===== src/design/ffsa_pkg.sv =====
package ffsa_pkg;

	localparam int MAX_SEGMENTS_DEF = 16;
	localparam int ADDR_BITS_DEF    = 16;

	typedef enum logic [1:0] {
		RQ_ALLOC  = 2'd0,
		RQ_FREE   = 2'd1,
		RQ_RESIZE = 2'd2
	} req_t;

	typedef enum logic [1:0] {
		STAT_OK     = 2'd0,
		STAT_NOFIT  = 2'd1,
		STAT_NOADDR = 2'd2,
		STAT_FULL   = 2'd3
	} stat_t;

	typedef enum logic [2:0] {
		WR_NONE      = 3'd0,
		WR_INIT      = 3'd1,
		WR_CUR_USED  = 3'd2,
		WR_CUR_FREE  = 3'd3,
		WR_CUR_MERGE = 3'd4,
		WR_NEW_FREE  = 3'd5,
		WR_NXT_MERGE = 3'd6
	} wsel_t;

	typedef enum logic [1:0] {
		RD_SCAN  = 2'd0,
		RD_NEXT  = 2'd1,
		RD_SHIFT = 2'd2
	} rdsel_t;

	typedef struct packed {
		logic   req_load;
		logic   scan_start;
		logic   scan_en;
		logic   scan_alloc;
		logic   shup_start;
		logic   shdn_start;
		logic   shup_en;
		logic   shdn_en;
		rdsel_t rd_sel;
		wsel_t  wsel;
		logic   nxt_load;
		logic   count_init;
		logic   count_inc;
		logic   count_dec;
		logic   res_save;
		logic   out_load;
		stat_t  stat;
	} dp_cmd_t;

	typedef struct packed {
		logic [1:0] req_type;
		logic       len_zero;
		logic       scan_hit;
		logic       scan_miss;
		logic       cur_free;
		logic       fit_exact;
		logic       fit_ok;
		logic       nxt_exists;
		logic       nxt_free;
		logic       full;
		logic       shift_done;
		logic       out_free;
	} dp_stat_t;

endpackage


===== src/design/ffsa_ram.sv =====
module ffsa_ram #(
	parameter int WIDTH = 8,
	parameter int DEPTH = 16,
	localparam int AW = $clog2(DEPTH)
) (
	input  logic             clk,
	input  logic             we,
	input  logic [AW-1:0]    waddr,
	input  logic [WIDTH-1:0] wdata,
	input  logic [AW-1:0]    raddr,
	output logic [WIDTH-1:0] rdata
);

	logic [WIDTH-1:0] mem_q [DEPTH];
	logic [WIDTH-1:0] rdata_q;

	always_ff @(posedge clk) begin
		if (we) begin
			mem_q[waddr] <= wdata;
		end
		rdata_q <= mem_q[raddr];
	end

	assign rdata = rdata_q;

endmodule


===== src/design/ffsa_ctrl.sv =====
module ffsa_ctrl import ffsa_pkg::*; (
	input  logic     clk,
	input  logic     arst_n,
	input  logic     pool_bytes_we,
	input  logic     in_valid,
	output logic     in_ready,
	input  dp_stat_t stat,
	output dp_cmd_t  cmd
);

	typedef enum logic [15:0] {
		S_INIT   = 16'h0001,
		S_IDLE   = 16'h0002,
		S_DISP   = 16'h0004,
		S_ASCAN  = 16'h0008,
		S_AFIT   = 16'h0010,
		S_SHUP   = 16'h0020,
		S_WNEW   = 16'h0040,
		S_WCUR   = 16'h0080,
		S_FSCAN  = 16'h0100,
		S_FHIT   = 16'h0200,
		S_NRD    = 16'h0400,
		S_NCHK   = 16'h0800,
		S_MERGE  = 16'h1000,
		S_SHDN   = 16'h2000,
		S_SMERGE = 16'h4000,
		S_DONE   = 16'h8000
	} state_t;

	state_t state_q, state_d;
	stat_t  stat_q, stat_d;
	logic   grow_q, grow_d;
	logic   init_pend_q;
	logic   free_path;

	assign in_ready  = (state_q == S_IDLE) && !init_pend_q;
	// grow reuses the free sequence on the old segment once the new one is placed
	assign free_path = (stat.req_type == RQ_FREE) || grow_q;

	always_comb begin
		cmd     = '0;
		state_d = state_q;
		stat_d  = stat_q;
		grow_d  = grow_q;
		unique case (state_q)
			S_INIT: begin
				cmd.wsel       = WR_INIT;
				cmd.count_init = 1'b1;
				state_d        = S_IDLE;
			end
			S_IDLE: begin
				if (init_pend_q) begin
					state_d = S_INIT;
				end else if (in_valid) begin
					cmd.req_load = 1'b1;
					state_d      = S_DISP;
				end
			end
			S_DISP: begin
				grow_d = 1'b0;
				priority if (stat.req_type == RQ_ALLOC) begin
					if (stat.len_zero) begin
						stat_d  = STAT_NOFIT;
						state_d = S_DONE;
					end else begin
						cmd.scan_start = 1'b1;
						state_d        = S_ASCAN;
					end
				end else if (stat.req_type == RQ_FREE || stat.req_type == RQ_RESIZE) begin
					cmd.scan_start = 1'b1;
					state_d        = S_FSCAN;
				end else begin
					stat_d  = STAT_NOFIT;
					state_d = S_DONE;
				end
			end
			S_ASCAN: begin
				cmd.scan_en    = 1'b1;
				cmd.scan_alloc = 1'b1;
				cmd.rd_sel     = RD_SCAN;
				if (stat.scan_hit) begin
					state_d = S_AFIT;
				end else if (stat.scan_miss) begin
					stat_d  = STAT_NOFIT;
					state_d = S_DONE;
				end
			end
			S_AFIT: begin
				priority if (stat.fit_exact) begin
					cmd.wsel     = WR_CUR_USED;
					cmd.res_save = 1'b1;
					if (grow_q) begin
						cmd.scan_start = 1'b1;
						state_d        = S_FSCAN;
					end else begin
						stat_d  = STAT_OK;
						state_d = S_DONE;
					end
				end else if (stat.full) begin
					stat_d  = STAT_FULL;
					state_d = S_DONE;
				end else begin
					cmd.shup_start = 1'b1;
					state_d        = S_SHUP;
				end
			end
			S_SHUP: begin
				cmd.shup_en = 1'b1;
				cmd.rd_sel  = RD_SHIFT;
				if (stat.shift_done) begin
					state_d = S_WNEW;
				end
			end
			S_WNEW: begin
				cmd.wsel      = WR_NEW_FREE;
				cmd.count_inc = 1'b1;
				state_d       = S_WCUR;
			end
			S_WCUR: begin
				cmd.wsel     = WR_CUR_USED;
				cmd.res_save = 1'b1;
				if (grow_q) begin
					cmd.scan_start = 1'b1;
					state_d        = S_FSCAN;
				end else begin
					stat_d  = STAT_OK;
					state_d = S_DONE;
				end
			end
			S_FSCAN: begin
				cmd.scan_en = 1'b1;
				cmd.rd_sel  = RD_SCAN;
				if (stat.scan_hit) begin
					state_d = S_FHIT;
				end else if (stat.scan_miss) begin
					stat_d  = STAT_NOADDR;
					state_d = S_DONE;
				end
			end
			S_FHIT: begin
				priority if (free_path) begin
					cmd.res_save = !grow_q;
					if (stat.nxt_exists) begin
						state_d = S_NRD;
					end else begin
						cmd.wsel = WR_CUR_FREE;
						stat_d   = STAT_OK;
						state_d  = S_DONE;
					end
				end else if (stat.cur_free) begin
					stat_d  = STAT_NOADDR;
					state_d = S_DONE;
				end else if (stat.len_zero) begin
					stat_d  = STAT_NOFIT;
					state_d = S_DONE;
				end else if (stat.fit_exact) begin
					cmd.res_save = 1'b1;
					stat_d       = STAT_OK;
					state_d      = S_DONE;
				end else if (stat.fit_ok) begin
					if (stat.nxt_exists) begin
						state_d = S_NRD;
					end else if (stat.full) begin
						stat_d  = STAT_FULL;
						state_d = S_DONE;
					end else begin
						cmd.shup_start = 1'b1;
						state_d        = S_SHUP;
					end
				end else begin
					grow_d         = 1'b1;
					cmd.scan_start = 1'b1;
					state_d        = S_ASCAN;
				end
			end
			S_NRD: begin
				cmd.rd_sel = RD_NEXT;
				state_d    = S_NCHK;
			end
			S_NCHK: begin
				cmd.nxt_load = 1'b1;
				priority if (free_path) begin
					if (stat.nxt_free) begin
						state_d = S_MERGE;
					end else begin
						cmd.wsel = WR_CUR_FREE;
						stat_d   = STAT_OK;
						state_d  = S_DONE;
					end
				end else if (stat.nxt_free) begin
					state_d = S_SMERGE;
				end else if (stat.full) begin
					stat_d  = STAT_FULL;
					state_d = S_DONE;
				end else begin
					cmd.shup_start = 1'b1;
					state_d        = S_SHUP;
				end
			end
			S_MERGE: begin
				cmd.wsel       = WR_CUR_MERGE;
				cmd.shdn_start = 1'b1;
				state_d        = S_SHDN;
			end
			S_SHDN: begin
				cmd.shdn_en = 1'b1;
				cmd.rd_sel  = RD_SHIFT;
				if (stat.shift_done) begin
					cmd.count_dec = 1'b1;
					stat_d        = STAT_OK;
					state_d       = S_DONE;
				end
			end
			S_SMERGE: begin
				cmd.wsel = WR_NXT_MERGE;
				state_d  = S_WCUR;
			end
			S_DONE: begin
				cmd.stat = stat_q;
				if (stat.out_free) begin
					cmd.out_load = 1'b1;
					state_d      = S_IDLE;
				end
			end
			default: begin
				state_d = S_IDLE;
			end
		endcase
	end

	always_ff @(posedge clk or negedge arst_n) begin
		if (!arst_n) begin
			state_q     <= S_IDLE;
			stat_q      <= STAT_OK;
			grow_q      <= 1'b0;
			init_pend_q <= 1'b1;
		end else begin
			state_q <= state_d;
			stat_q  <= stat_d;
			grow_q  <= grow_d;
			if (pool_bytes_we) begin
				init_pend_q <= 1'b1;
			end else if (state_q == S_INIT) begin
				init_pend_q <= 1'b0;
			end
		end
	end

endmodule


===== src/design/ffsa_dp.sv =====
module ffsa_dp import ffsa_pkg::*; #(
	parameter int MAX_SEGMENTS = MAX_SEGMENTS_DEF,
	parameter int ADDR_BITS    = ADDR_BITS_DEF
) (
	input  logic                 clk,
	input  logic                 arst_n,
	input  dp_cmd_t              cmd,
	output dp_stat_t             stat,
	input  logic                 pool_bytes_we,
	input  logic [ADDR_BITS:0]   pool_bytes,
	input  logic [1:0]           req_type,
	input  logic [ADDR_BITS-1:0] target_address,
	input  logic [ADDR_BITS:0]   request_length,
	output logic                 out_valid,
	input  logic                 out_ready,
	output logic [1:0]           status,
	output logic [ADDR_BITS-1:0] result_address
);

	localparam int IW = $clog2(MAX_SEGMENTS);
	localparam int CW = $clog2(MAX_SEGMENTS + 1);
	localparam int LW = ADDR_BITS + 1;
	localparam int EW = ADDR_BITS + LW + 1;

	typedef struct packed {
		logic [ADDR_BITS-1:0] start;
		logic [LW-1:0]        len;
		logic                 free;
	} entry_t;

	logic [LW-1:0]        pool_q, pool_clamp;
	logic [CW-1:0]        count_q;
	logic [1:0]           req_type_q;
	logic [ADDR_BITS-1:0] req_addr_q;
	logic [LW-1:0]        req_len_q;
	logic [CW-1:0]        ptr_q;
	logic                 chk_vld_s1;
	logic [IW-1:0]        chk_idx_s1;
	entry_t               cur_q;
	logic [IW-1:0]        cur_idx_q;
	logic [LW-1:0]        nxt_len_q;
	logic [CW-1:0]        sp_q;
	logic                 shv_s1;
	logic [IW-1:0]        shdst_s1;
	logic [ADDR_BITS-1:0] res_q;
	logic                 out_valid_q;
	stat_t                status_q;
	logic [ADDR_BITS-1:0] result_address_q;

	entry_t               rd_e, wdata;
	logic                 we;
	logic [IW-1:0]        waddr, raddr;
	logic                 scan_match, up_issue, dn_issue;
	logic [ADDR_BITS-1:0] split_start;

	ffsa_ram #(
		.WIDTH(EW),
		.DEPTH(MAX_SEGMENTS)
	) u_ram (
		.clk   (clk),
		.we    (we),
		.waddr (waddr),
		.wdata (wdata),
		.raddr (raddr),
		.rdata (rd_e)
	);

	always_comb begin
		if (pool_bytes == '0) begin
			pool_clamp = LW'(1);
		end else if (pool_bytes[LW-1]) begin
			pool_clamp = {1'b1, {ADDR_BITS{1'b0}}};
		end else begin
			pool_clamp = pool_bytes;
		end
	end

	assign scan_match  = cmd.scan_alloc ? (rd_e.free && (rd_e.len >= req_len_q))
		: (rd_e.start == req_addr_q);
	assign up_issue    = cmd.shup_en && (sp_q > CW'(cur_idx_q));
	assign dn_issue    = cmd.shdn_en && (sp_q < count_q);
	assign split_start = cur_q.start + req_len_q[ADDR_BITS-1:0];

	always_comb begin
		unique case (cmd.rd_sel)
			RD_SCAN:  raddr = ptr_q[IW-1:0];
			RD_NEXT:  raddr = cur_idx_q + IW'(1);
			RD_SHIFT: raddr = sp_q[IW-1:0];
			default:  raddr = ptr_q[IW-1:0];
		endcase
	end

	always_comb begin
		we    = 1'b0;
		waddr = cur_idx_q;
		wdata = cur_q;
		if (shv_s1) begin
			we    = 1'b1;
			waddr = shdst_s1;
			wdata = rd_e;
		end else begin
			unique case (cmd.wsel)
				WR_NONE: begin
				end
				WR_INIT: begin
					we    = 1'b1;
					waddr = '0;
					wdata = '{start: '0, len: pool_q, free: 1'b1};
				end
				WR_CUR_USED: begin
					we    = 1'b1;
					wdata = '{start: cur_q.start, len: req_len_q, free: 1'b0};
				end
				WR_CUR_FREE: begin
					we    = 1'b1;
					wdata = '{start: cur_q.start, len: cur_q.len, free: 1'b1};
				end
				WR_CUR_MERGE: begin
					we    = 1'b1;
					wdata = '{start: cur_q.start, len: cur_q.len + nxt_len_q, free: 1'b1};
				end
				WR_NEW_FREE: begin
					we    = 1'b1;
					waddr = cur_idx_q + IW'(1);
					wdata = '{start: split_start, len: cur_q.len - req_len_q, free: 1'b1};
				end
				WR_NXT_MERGE: begin
					we    = 1'b1;
					waddr = cur_idx_q + IW'(1);
					wdata = '{start: split_start, len: nxt_len_q + (cur_q.len - req_len_q),
						free: 1'b1};
				end
				default: begin
				end
			endcase
		end
	end

	always_comb begin
		stat            = '0;
		stat.req_type   = req_type_q;
		stat.len_zero   = (req_len_q == '0);
		stat.scan_hit   = cmd.scan_en && chk_vld_s1 && scan_match;
		stat.scan_miss  = cmd.scan_en && chk_vld_s1 && !scan_match
			&& ((CW'(chk_idx_s1) + CW'(1)) == count_q);
		stat.cur_free   = cur_q.free;
		stat.fit_exact  = (cur_q.len == req_len_q);
		stat.fit_ok     = (req_len_q <= cur_q.len);
		stat.nxt_exists = ((CW'(cur_idx_q) + CW'(1)) < count_q);
		stat.nxt_free   = rd_e.free;
		stat.full       = (count_q == CW'(MAX_SEGMENTS));
		stat.shift_done = !up_issue && !dn_issue && !shv_s1;
		stat.out_free   = !out_valid_q || out_ready;
	end

	always_ff @(posedge clk or negedge arst_n) begin
		if (!arst_n) begin
			pool_q      <= {1'b1, {ADDR_BITS{1'b0}}};
			count_q     <= CW'(1);
			ptr_q       <= '0;
			chk_vld_s1  <= 1'b0;
			sp_q        <= '0;
			shv_s1      <= 1'b0;
			out_valid_q <= 1'b0;
		end else begin
			if (pool_bytes_we) begin
				pool_q <= pool_clamp;
			end
			if (cmd.count_init) begin
				count_q <= CW'(1);
			end else if (cmd.count_inc) begin
				count_q <= count_q + CW'(1);
			end else if (cmd.count_dec) begin
				count_q <= count_q - CW'(1);
			end
			if (cmd.scan_start) begin
				ptr_q <= '0;
			end else if (cmd.scan_en && (ptr_q < count_q)) begin
				ptr_q <= ptr_q + CW'(1);
			end
			chk_vld_s1 <= cmd.scan_en && (ptr_q < count_q);
			if (cmd.shup_start) begin
				sp_q <= count_q - CW'(1);
			end else if (cmd.shdn_start) begin
				sp_q <= CW'(cur_idx_q) + CW'(2);
			end else if (up_issue) begin
				sp_q <= sp_q - CW'(1);
			end else if (dn_issue) begin
				sp_q <= sp_q + CW'(1);
			end
			shv_s1 <= up_issue || dn_issue;
			if (cmd.out_load) begin
				out_valid_q <= 1'b1;
			end else if (out_ready) begin
				out_valid_q <= 1'b0;
			end
		end
	end

	always_ff @(posedge clk) begin
		if (cmd.req_load) begin
			req_type_q <= req_type;
			req_addr_q <= target_address;
			req_len_q  <= request_length;
		end
		chk_idx_s1 <= ptr_q[IW-1:0];
		if (stat.scan_hit) begin
			cur_q     <= rd_e;
			cur_idx_q <= chk_idx_s1;
		end
		if (cmd.nxt_load) begin
			nxt_len_q <= rd_e.len;
		end
		shdst_s1 <= up_issue ? IW'(sp_q + CW'(1)) : IW'(sp_q - CW'(1));
		if (cmd.res_save) begin
			res_q <= cur_q.start;
		end
		if (cmd.out_load) begin
			status_q         <= cmd.stat;
			result_address_q <= (cmd.stat == STAT_OK) ? res_q : '0;
		end
	end

	assign out_valid      = out_valid_q;
	assign status         = status_q;
	assign result_address = result_address_q;

endmodule


===== src/design/first_fit_segment_allocator.sv =====
// First-fit allocator over an address-ordered table of up to MAX_SEGMENTS segments
// kept in one RAM. Each request is processed alone: a scan reads one table entry per
// cycle, and an insert or removal moves one entry per cycle through the RAM's single
// read and write ports. Looking at the next entry passes through S_NRD and S_NCHK;
// a split or merge shifts the later entries as needed, and a grow pays two scans. The
// result sits in an output register, so the next request is taken while it waits.
// After reset and after each pool_bytes write the table is rebuilt as one free
// segment in S_INIT, and no request is taken before that is done.
module first_fit_segment_allocator import ffsa_pkg::*; #(
	parameter int MAX_SEGMENTS = MAX_SEGMENTS_DEF,
	parameter int ADDR_BITS    = ADDR_BITS_DEF
) (
	input  logic                 clk,
	input  logic                 arst_n,
	input  logic                 pool_bytes_we,
	input  logic [ADDR_BITS:0]   pool_bytes,
	input  logic                 in_valid,
	output logic                 in_ready,
	input  logic [1:0]           req_type,
	input  logic [ADDR_BITS-1:0] target_address,
	input  logic [ADDR_BITS:0]   request_length,
	output logic                 out_valid,
	input  logic                 out_ready,
	output logic [1:0]           status,
	output logic [ADDR_BITS-1:0] result_address
);

	dp_cmd_t  cmd;
	dp_stat_t stat;

	ffsa_ctrl u_ctrl (
		.clk           (clk),
		.arst_n        (arst_n),
		.pool_bytes_we (pool_bytes_we),
		.in_valid      (in_valid),
		.in_ready      (in_ready),
		.stat          (stat),
		.cmd           (cmd)
	);

	ffsa_dp #(
		.MAX_SEGMENTS (MAX_SEGMENTS),
		.ADDR_BITS    (ADDR_BITS)
	) u_dp (
		.clk            (clk),
		.arst_n         (arst_n),
		.cmd            (cmd),
		.stat           (stat),
		.pool_bytes_we  (pool_bytes_we),
		.pool_bytes     (pool_bytes),
		.req_type       (req_type),
		.target_address (target_address),
		.request_length (request_length),
		.out_valid      (out_valid),
		.out_ready      (out_ready),
		.status         (status),
		.result_address (result_address)
	);

endmodule


===== config.mk =====
export PLATFORM = sky130hd
export DESIGN_NAME = first_fit_segment_allocator
export DESIGN_NICKNAME = d
export VERILOG_FILES = /design/src/design/ffsa_pkg.sv /design/src/design/ffsa_ram.sv /design/src/design/ffsa_ctrl.sv /design/src/design/ffsa_dp.sv /design/src/design/first_fit_segment_allocator.sv
export SDC_FILE = /design/constraint.sdc
export NUM_CORES = 1
export LEC_CHECK = 0
export BUFFER_PORTS_ARGS = -buffer_cell sky130_fd_sc_hd__buf_2
export CAP_MARGIN = 20
export CORE_MARGIN = 4
export CORE_UTILIZATION = 40
export CTS_CLUSTER_DIAMETER = 60
export DETAILED_ROUTE_END_ITERATION = 10
export MAX_ROUTING_LAYER = met4
export PLACE_DENSITY = 0.54
export SKIP_CTS_REPAIR_TIMING = 1
export SLEW_MARGIN = 10
export SYNTH_ARGS = -nofsm -noshare
export SYNTH_HDL_FRONTEND = slang
export SYNTH_HIERARCHICAL = 1
export SYNTH_SLANG_ARGS = --single-unit

===== constraint.sdc =====
create_clock -name clk -period 8.5 [get_ports clk]
set_input_delay 0.85 -clock clk [delete_from_list [all_inputs] [get_ports clk]]
set_output_delay 0.85 -clock clk [all_outputs]
set_load 0.01 [all_outputs]

Word level (Yosys, flattened, before mapping)
Memory sizes are Yosys's and may differ from the RTL's. A register that Yosys moved wholly into a read port is not among the register bits.
Cells that the tools add are included.

storage, ports and cells
  bits in latches = 0
  memories = 1
  output and inout bits = 20
  input bits = 57
  memory bits (read-only) = 0
  word-level logic and storage cells = 262
  bits in registers = 187
  bits in writable memories = 544

memories
  memory            words  bits a word  rd ports  clocked after memory_dff  write ports  line            text
  u_dp.u_ram.mem_q  16     34           1         1                         1            ffsa_ram.sv:14  logic [WIDTH-1:0] mem_q [DEPTH];

operators by class
  $lt $le $gt $ge = 6
  multipliers = 0
  shift operators = 0
  divide/modulo/power cells = 0
  $add $sub $neg = 13
  equal/unequal tests = 49
  multiplexer cells = 128
  bitwise gates (word level) = 0
  reductions and logical operators = 41

operator list
  kind                  count
  $mux 16               24
  $pmux 16 s14          1
  $pmux 34 s6           1
  $mux 1                52
  $mux 2                24
  $mux 5                9
  $add 17x17->17        2
  $logic_not 17->1      2
  $mux 17               2
  $mux 34               1
  $ne 2x2->1 const B    13
  $pmux 3 s8            1
  $eq 17x17->1          1
  $ge 17x17->1          1
  $le 17x17->1          1
  $sub 17x17->17        1
  $add 16x16->16        1
  $eq 16x1->1 const B   1
  $eq 16x10->1 const B  1
  $eq 16x11->1 const B  1
  $eq 16x12->1 const B  1
  $eq 16x13->1 const B  1
  $eq 16x14->1 const B  1
  $eq 16x15->1 const B  1
  other kinds (49)      93

Logic depth before layout (Yosys ltp)
  depth after elaboration = 11
  mapped depth = 27
  mapped depth without buffers = 25

Hierarchy
Netlist, hierarchy kept.

modules (own cells, without submodules)
  module     instances  area each (um^2)  cells each  seq. area each (um^2)
  ffsa_ram   1          21076.5           888         17016.3
  ffsa_dp    1          10913.0           1115        4762.1
  ffsa_ctrl  1          1691.6            204         503.0

Worst setup path after synthesis
No wires, ideal clock.

  path kind = flip-flop to flip-flop
  from = register u_dp/cur_q[11] in the netlist's numbering
  to = memory u_dp/u_ram/mem_q[0][0] in the netlist's numbering (enable)
  buffers on the path = 3
  slack = 1.406 ns
  setup time = 0.467 ns
  data arrival time = 6.627 ns
  data required time = 8.033 ns
  cell stages (with the launch flop) = 17
  clock period less this slack = 7.094 ns
  cells stage by stage = edfxtp_1 > ha_1 > buf_2 > nand4_1 > or3_4 > nor4_1 > a21oi_1 > or4_1 > nand3_1 > nor2b_1 > clkbuf_1 > o21a_1 > buf_2 > a31oi_1 > o21ai_0 > or3b_2 > nor3_1

RTL lines
  what                    line            text
  start, declared         ffsa_dp.sv:39   entry_t cur_q;
  start signal, assigned  ffsa_dp.sv:208  cur_q <= rd_e;
  end, declared           ffsa_ram.sv:14

==> results.sh <==
export IMPL_slowest_stage="nor2_4"
export IMPL_dp_hpwl_um=61720
export IMPL_yosys_area_share_simple=0.07445
export IMPL_skew_ns=0.04250
export IMPL_grtUsageTotal=0.2129
export IMPL_grt_pass1_wl_um=137000
export IMPL_synth_top_area_frac=0.5956
export IMPL_synthAdderAreaFrac=0.03707
export IMPL_vias=20191
export IMPL_crit_top_cell="buf_4"
export IMPL_crit_required_ns=8.81
export IMPL_hold_viol_final=0
export IMPL_hp_class="input pin to asynchronous set/reset pin"
export IMPL_syn_cell_area_mm2=0.03368
export IMPL_fin_setup_tns_ns=0
export IMPL_drtIter0Drc=1967
export IMPL_grt_max_degree=128
export IMPL_drv_cap=0
export IMPL_cts_buffer_depth=3
export IMPL_syn2layout_area_growth_pct=14.63
export IMPL_worst_path_buf_inv=4
export IMPL_row_count=106
export IMPL_powerDensity_mw_per_mm2=269.1
export IMPL_cp_depth=17
export IMPL_irDropWorstVdd_mv=0.1586
export IMPL_gr_total_overflow=0
export IMPL_drc_errors=0
export IMPL_ant_nets=0
export IMPL_synthMuxAreaShare=0.09566
export IMPL_cts_root_buf="clkbuf_16"
export IMPL_synth_flop_cell="edfxtp_1"
export IMPL_core_area_mm2=0.08356
export IMPL_clock_sinks=765
export IMPL_yosys_register_bits=765
export IMPL_routabilityCongestion=0.9314
export IMPL_synthCells=2207
export IMPL_synth_compound_area_frac=0.08849
export IMPL_post_route_period_util=0.8354
export IMPL_crit_type="register to register"
export IMPL_critPathArrivalTime_ns=7.41
export IMPL_start_kind="register"
export IMPL_drive_gt1_frac=0.2031
export IMPL_setup_viol=0
export IMPL_yosysWarnings=6
export IMPL_synth_edf_count=668
export IMPL_cpLargestDelayFamily="simple AND/OR/NAND/NOR gates"
export IMPL_synth_commonest_cells="edfxtp_1, nand2_1, mux4_2"
export IMPL_slew_headroom=0.2399
export IMPL_fmax_mhz=140.8
export IMPL_async_reset_ff_frac=0.07190
export IMPL_start_util=0.4031
export IMPL_slew_viol_final=0
export IMPL_cp_end_kind="register"
export IMPL_max_stage_delay_ns=0.81
export IMPL_power_leakage_nw=13.26
export IMPL_fin_crit_ns=7.101
export IMPL_routed_wl_um=92990
export IMPL_nets=2499
export IMPL_synth_nets=2362
export IMPL_syn_area_per_cell_um2=15.26
export IMPL_io_buffers=76
export IMPL_die_h_um=298.2
export IMPL_synth_xor_area_frac=0.02028
export IMPL_ys_seq_area_frac=0.6615
export IMPL_die_x_um=298.2
export IMPL_crit_chain="inv_1 > ha_1 > nand4_1 > or3_4 > nor4_1 > buf_4 > a21oi_1 > or4_1 > nand3_1 > buf_4 > nor2b_1 > o21a_1 > a31oi_1 > o21ai_0 > nand3_1 > nor2_4 > buf_4"
export IMPL_fin_ws_ns=1.399
export IMPL_synth_top_family_by_area="multiplexers"
export IMPL_yosysMostFrequentCell="edfxtp_1"
export IMPL_die_area_mm2=0.08891
export IMPL_clkTransAtPathRegs_ns=0.06
export IMPL_crit_fanout=32
export IMPL_via_per_inst=5.772
export IMPL_tightest_slew_ns=1.140
export IMPL_synth_top_cells_by_area="edfxtp_1, mux4_2, dfrtp_1"
export IMPL_synth_top_cell_by_area="edfxtp_1"
export IMPL_synth_cell_types=87
export IMPL_drt_pass1_iterations=6
export IMPL_htree_levels=3
export IMPL_cts_tree="built"
export IMPL_rsz0062_at_grt="false"
export IMPL_fin_util=0.4621
export IMPL_insertion_delay_ns=0.65
export IMPL_r2r_cells=17
export IMPL_detailedPlace_worstSlack_ns=1.128
export IMPL_antenna_found_initial=1
export IMPL_cts_buffers=86
export IMPL_grt_pass1_vias=20309
export IMPL_wl_per_cell_um=26.58
export IMPL_num_io_pins=77
export IMPL_status="finished, final reports clean"
[worst paths after layout]
path,slack (ns),from,to
min in group clk,0.39,target_address[7],u_dp/req_addr_q[7]
max in group asynchronous,7.58,arst_n,u_dp/shv_s1
worst min-delay path,0.36,arst_n,u_dp/pool_q[7]
worst max register to register,1.40,u_dp/req_len_q[10],u_dp/u_ram/mem_q[13][7]
worst max-delay path,1.40,u_dp/req_len_q[10],u_dp/u_ram/mem_q[13][7]
worst min register to register,0.50,u_dp/u_ram/rdata[30],u_dp/cur_q[30]
[registers in the layout, summed over array words and instances, names as in the netlist, 16 cells and up]
| register | count |
|---|---|
| u_dp/pool_q | 17 |
| u_dp/req_len_q | 17 |
| u_ctrl/state_q | 16 |
| u_dp/u_ram/mem_q | 544 |
| u_dp/cur_q | 33 |
| u_dp/u_ram/rdata | 34 |
| u_dp/result_address | 16 |
| u_dp/nxt_len_q | 17 |
| u_dp/req_addr_q | 16 |
| u_dp/res_q | 16 |
[cell type report]
type | instances | area [um^2]
Clock inverter | 36 | 419.2
Clock buffer | 125 | 2469
Sequential cell | 765 | 22280
Timing Repair Buffer | 144 | 935.9
Inverter | 86 | 322.8
Tap cell | 1080 | 1351
Multi-Input combinational cell | 1261 | 10830
Fill cell | 7320 | 44950
Antenna cell | 1 | 2.502
[power by group]
group	internal (mW)	leakage [nW]	switching [mW]	total (mW)
clock network	2.17	1.40	1.54	3.71
registers	4.61	7.15	0.246	4.86
logic	0.676	4.71	1.15	1.82
total	7.46	13.3	2.93	10.4
[layer usage]
metal,part of all wire,GRT usage,vias to the layer above
li1,-,-,8967
met1,0.44,0.2918,10377
met2,0.47,0.3306,678
met3,0.054,0.03053,169
met4,0.033,0.06959,0
met5,0,-,-
[placed cells by master (no fill, tap or decap), types with 10 or more instances in the layout]
master and count:
a31oi_1 15, nand2_1 142, dfrtp_1 50, clkbuf_8 17, clkbuf_1 22, inv_1 86
xnor2_1 45, nor2_1 86, edfxtp_1 668, a21o_1 31, nor2_4 14, mux4_2 136
clkbuf_16 86, a21oi_1 99, clkinv_2 10, nand4_1 14, a211oi_1 10, ha_1 95
nand3_1 27, o21a_1 12, o21ai_0 97, buf_4 61, nor3_1 25, nand2b_1 20
dfxtp_1 42, and2_1 23, nor4_1 22, and3_1 17, a22oi_1 79, xor2_1 33
buf_2 76, nor2b_1 22, o22ai_1 15
[cell families after synthesis]
logic type,Yosys count
buf+inv,181
mux,151
flops,765
xor+xnor,78
fa+ha+maj,98
compound gates,453
simple gates,481
[metrics by stage]
stage,std cells,total power [mW],instance area (um^2),hold WS (ns)
after global routing,3497,10.83,38610,0.3503
final,3498,10.39,38610,0.3604
after global placement,3327,6.708,35620,0.4598
after CTS,3494,10.49,38570,0.3420
after detailed placement,3333,6.763,35680,0.4751
after floorplan,2207,5.977,33680,0.4082
Power figures use the tool's default switching activity.
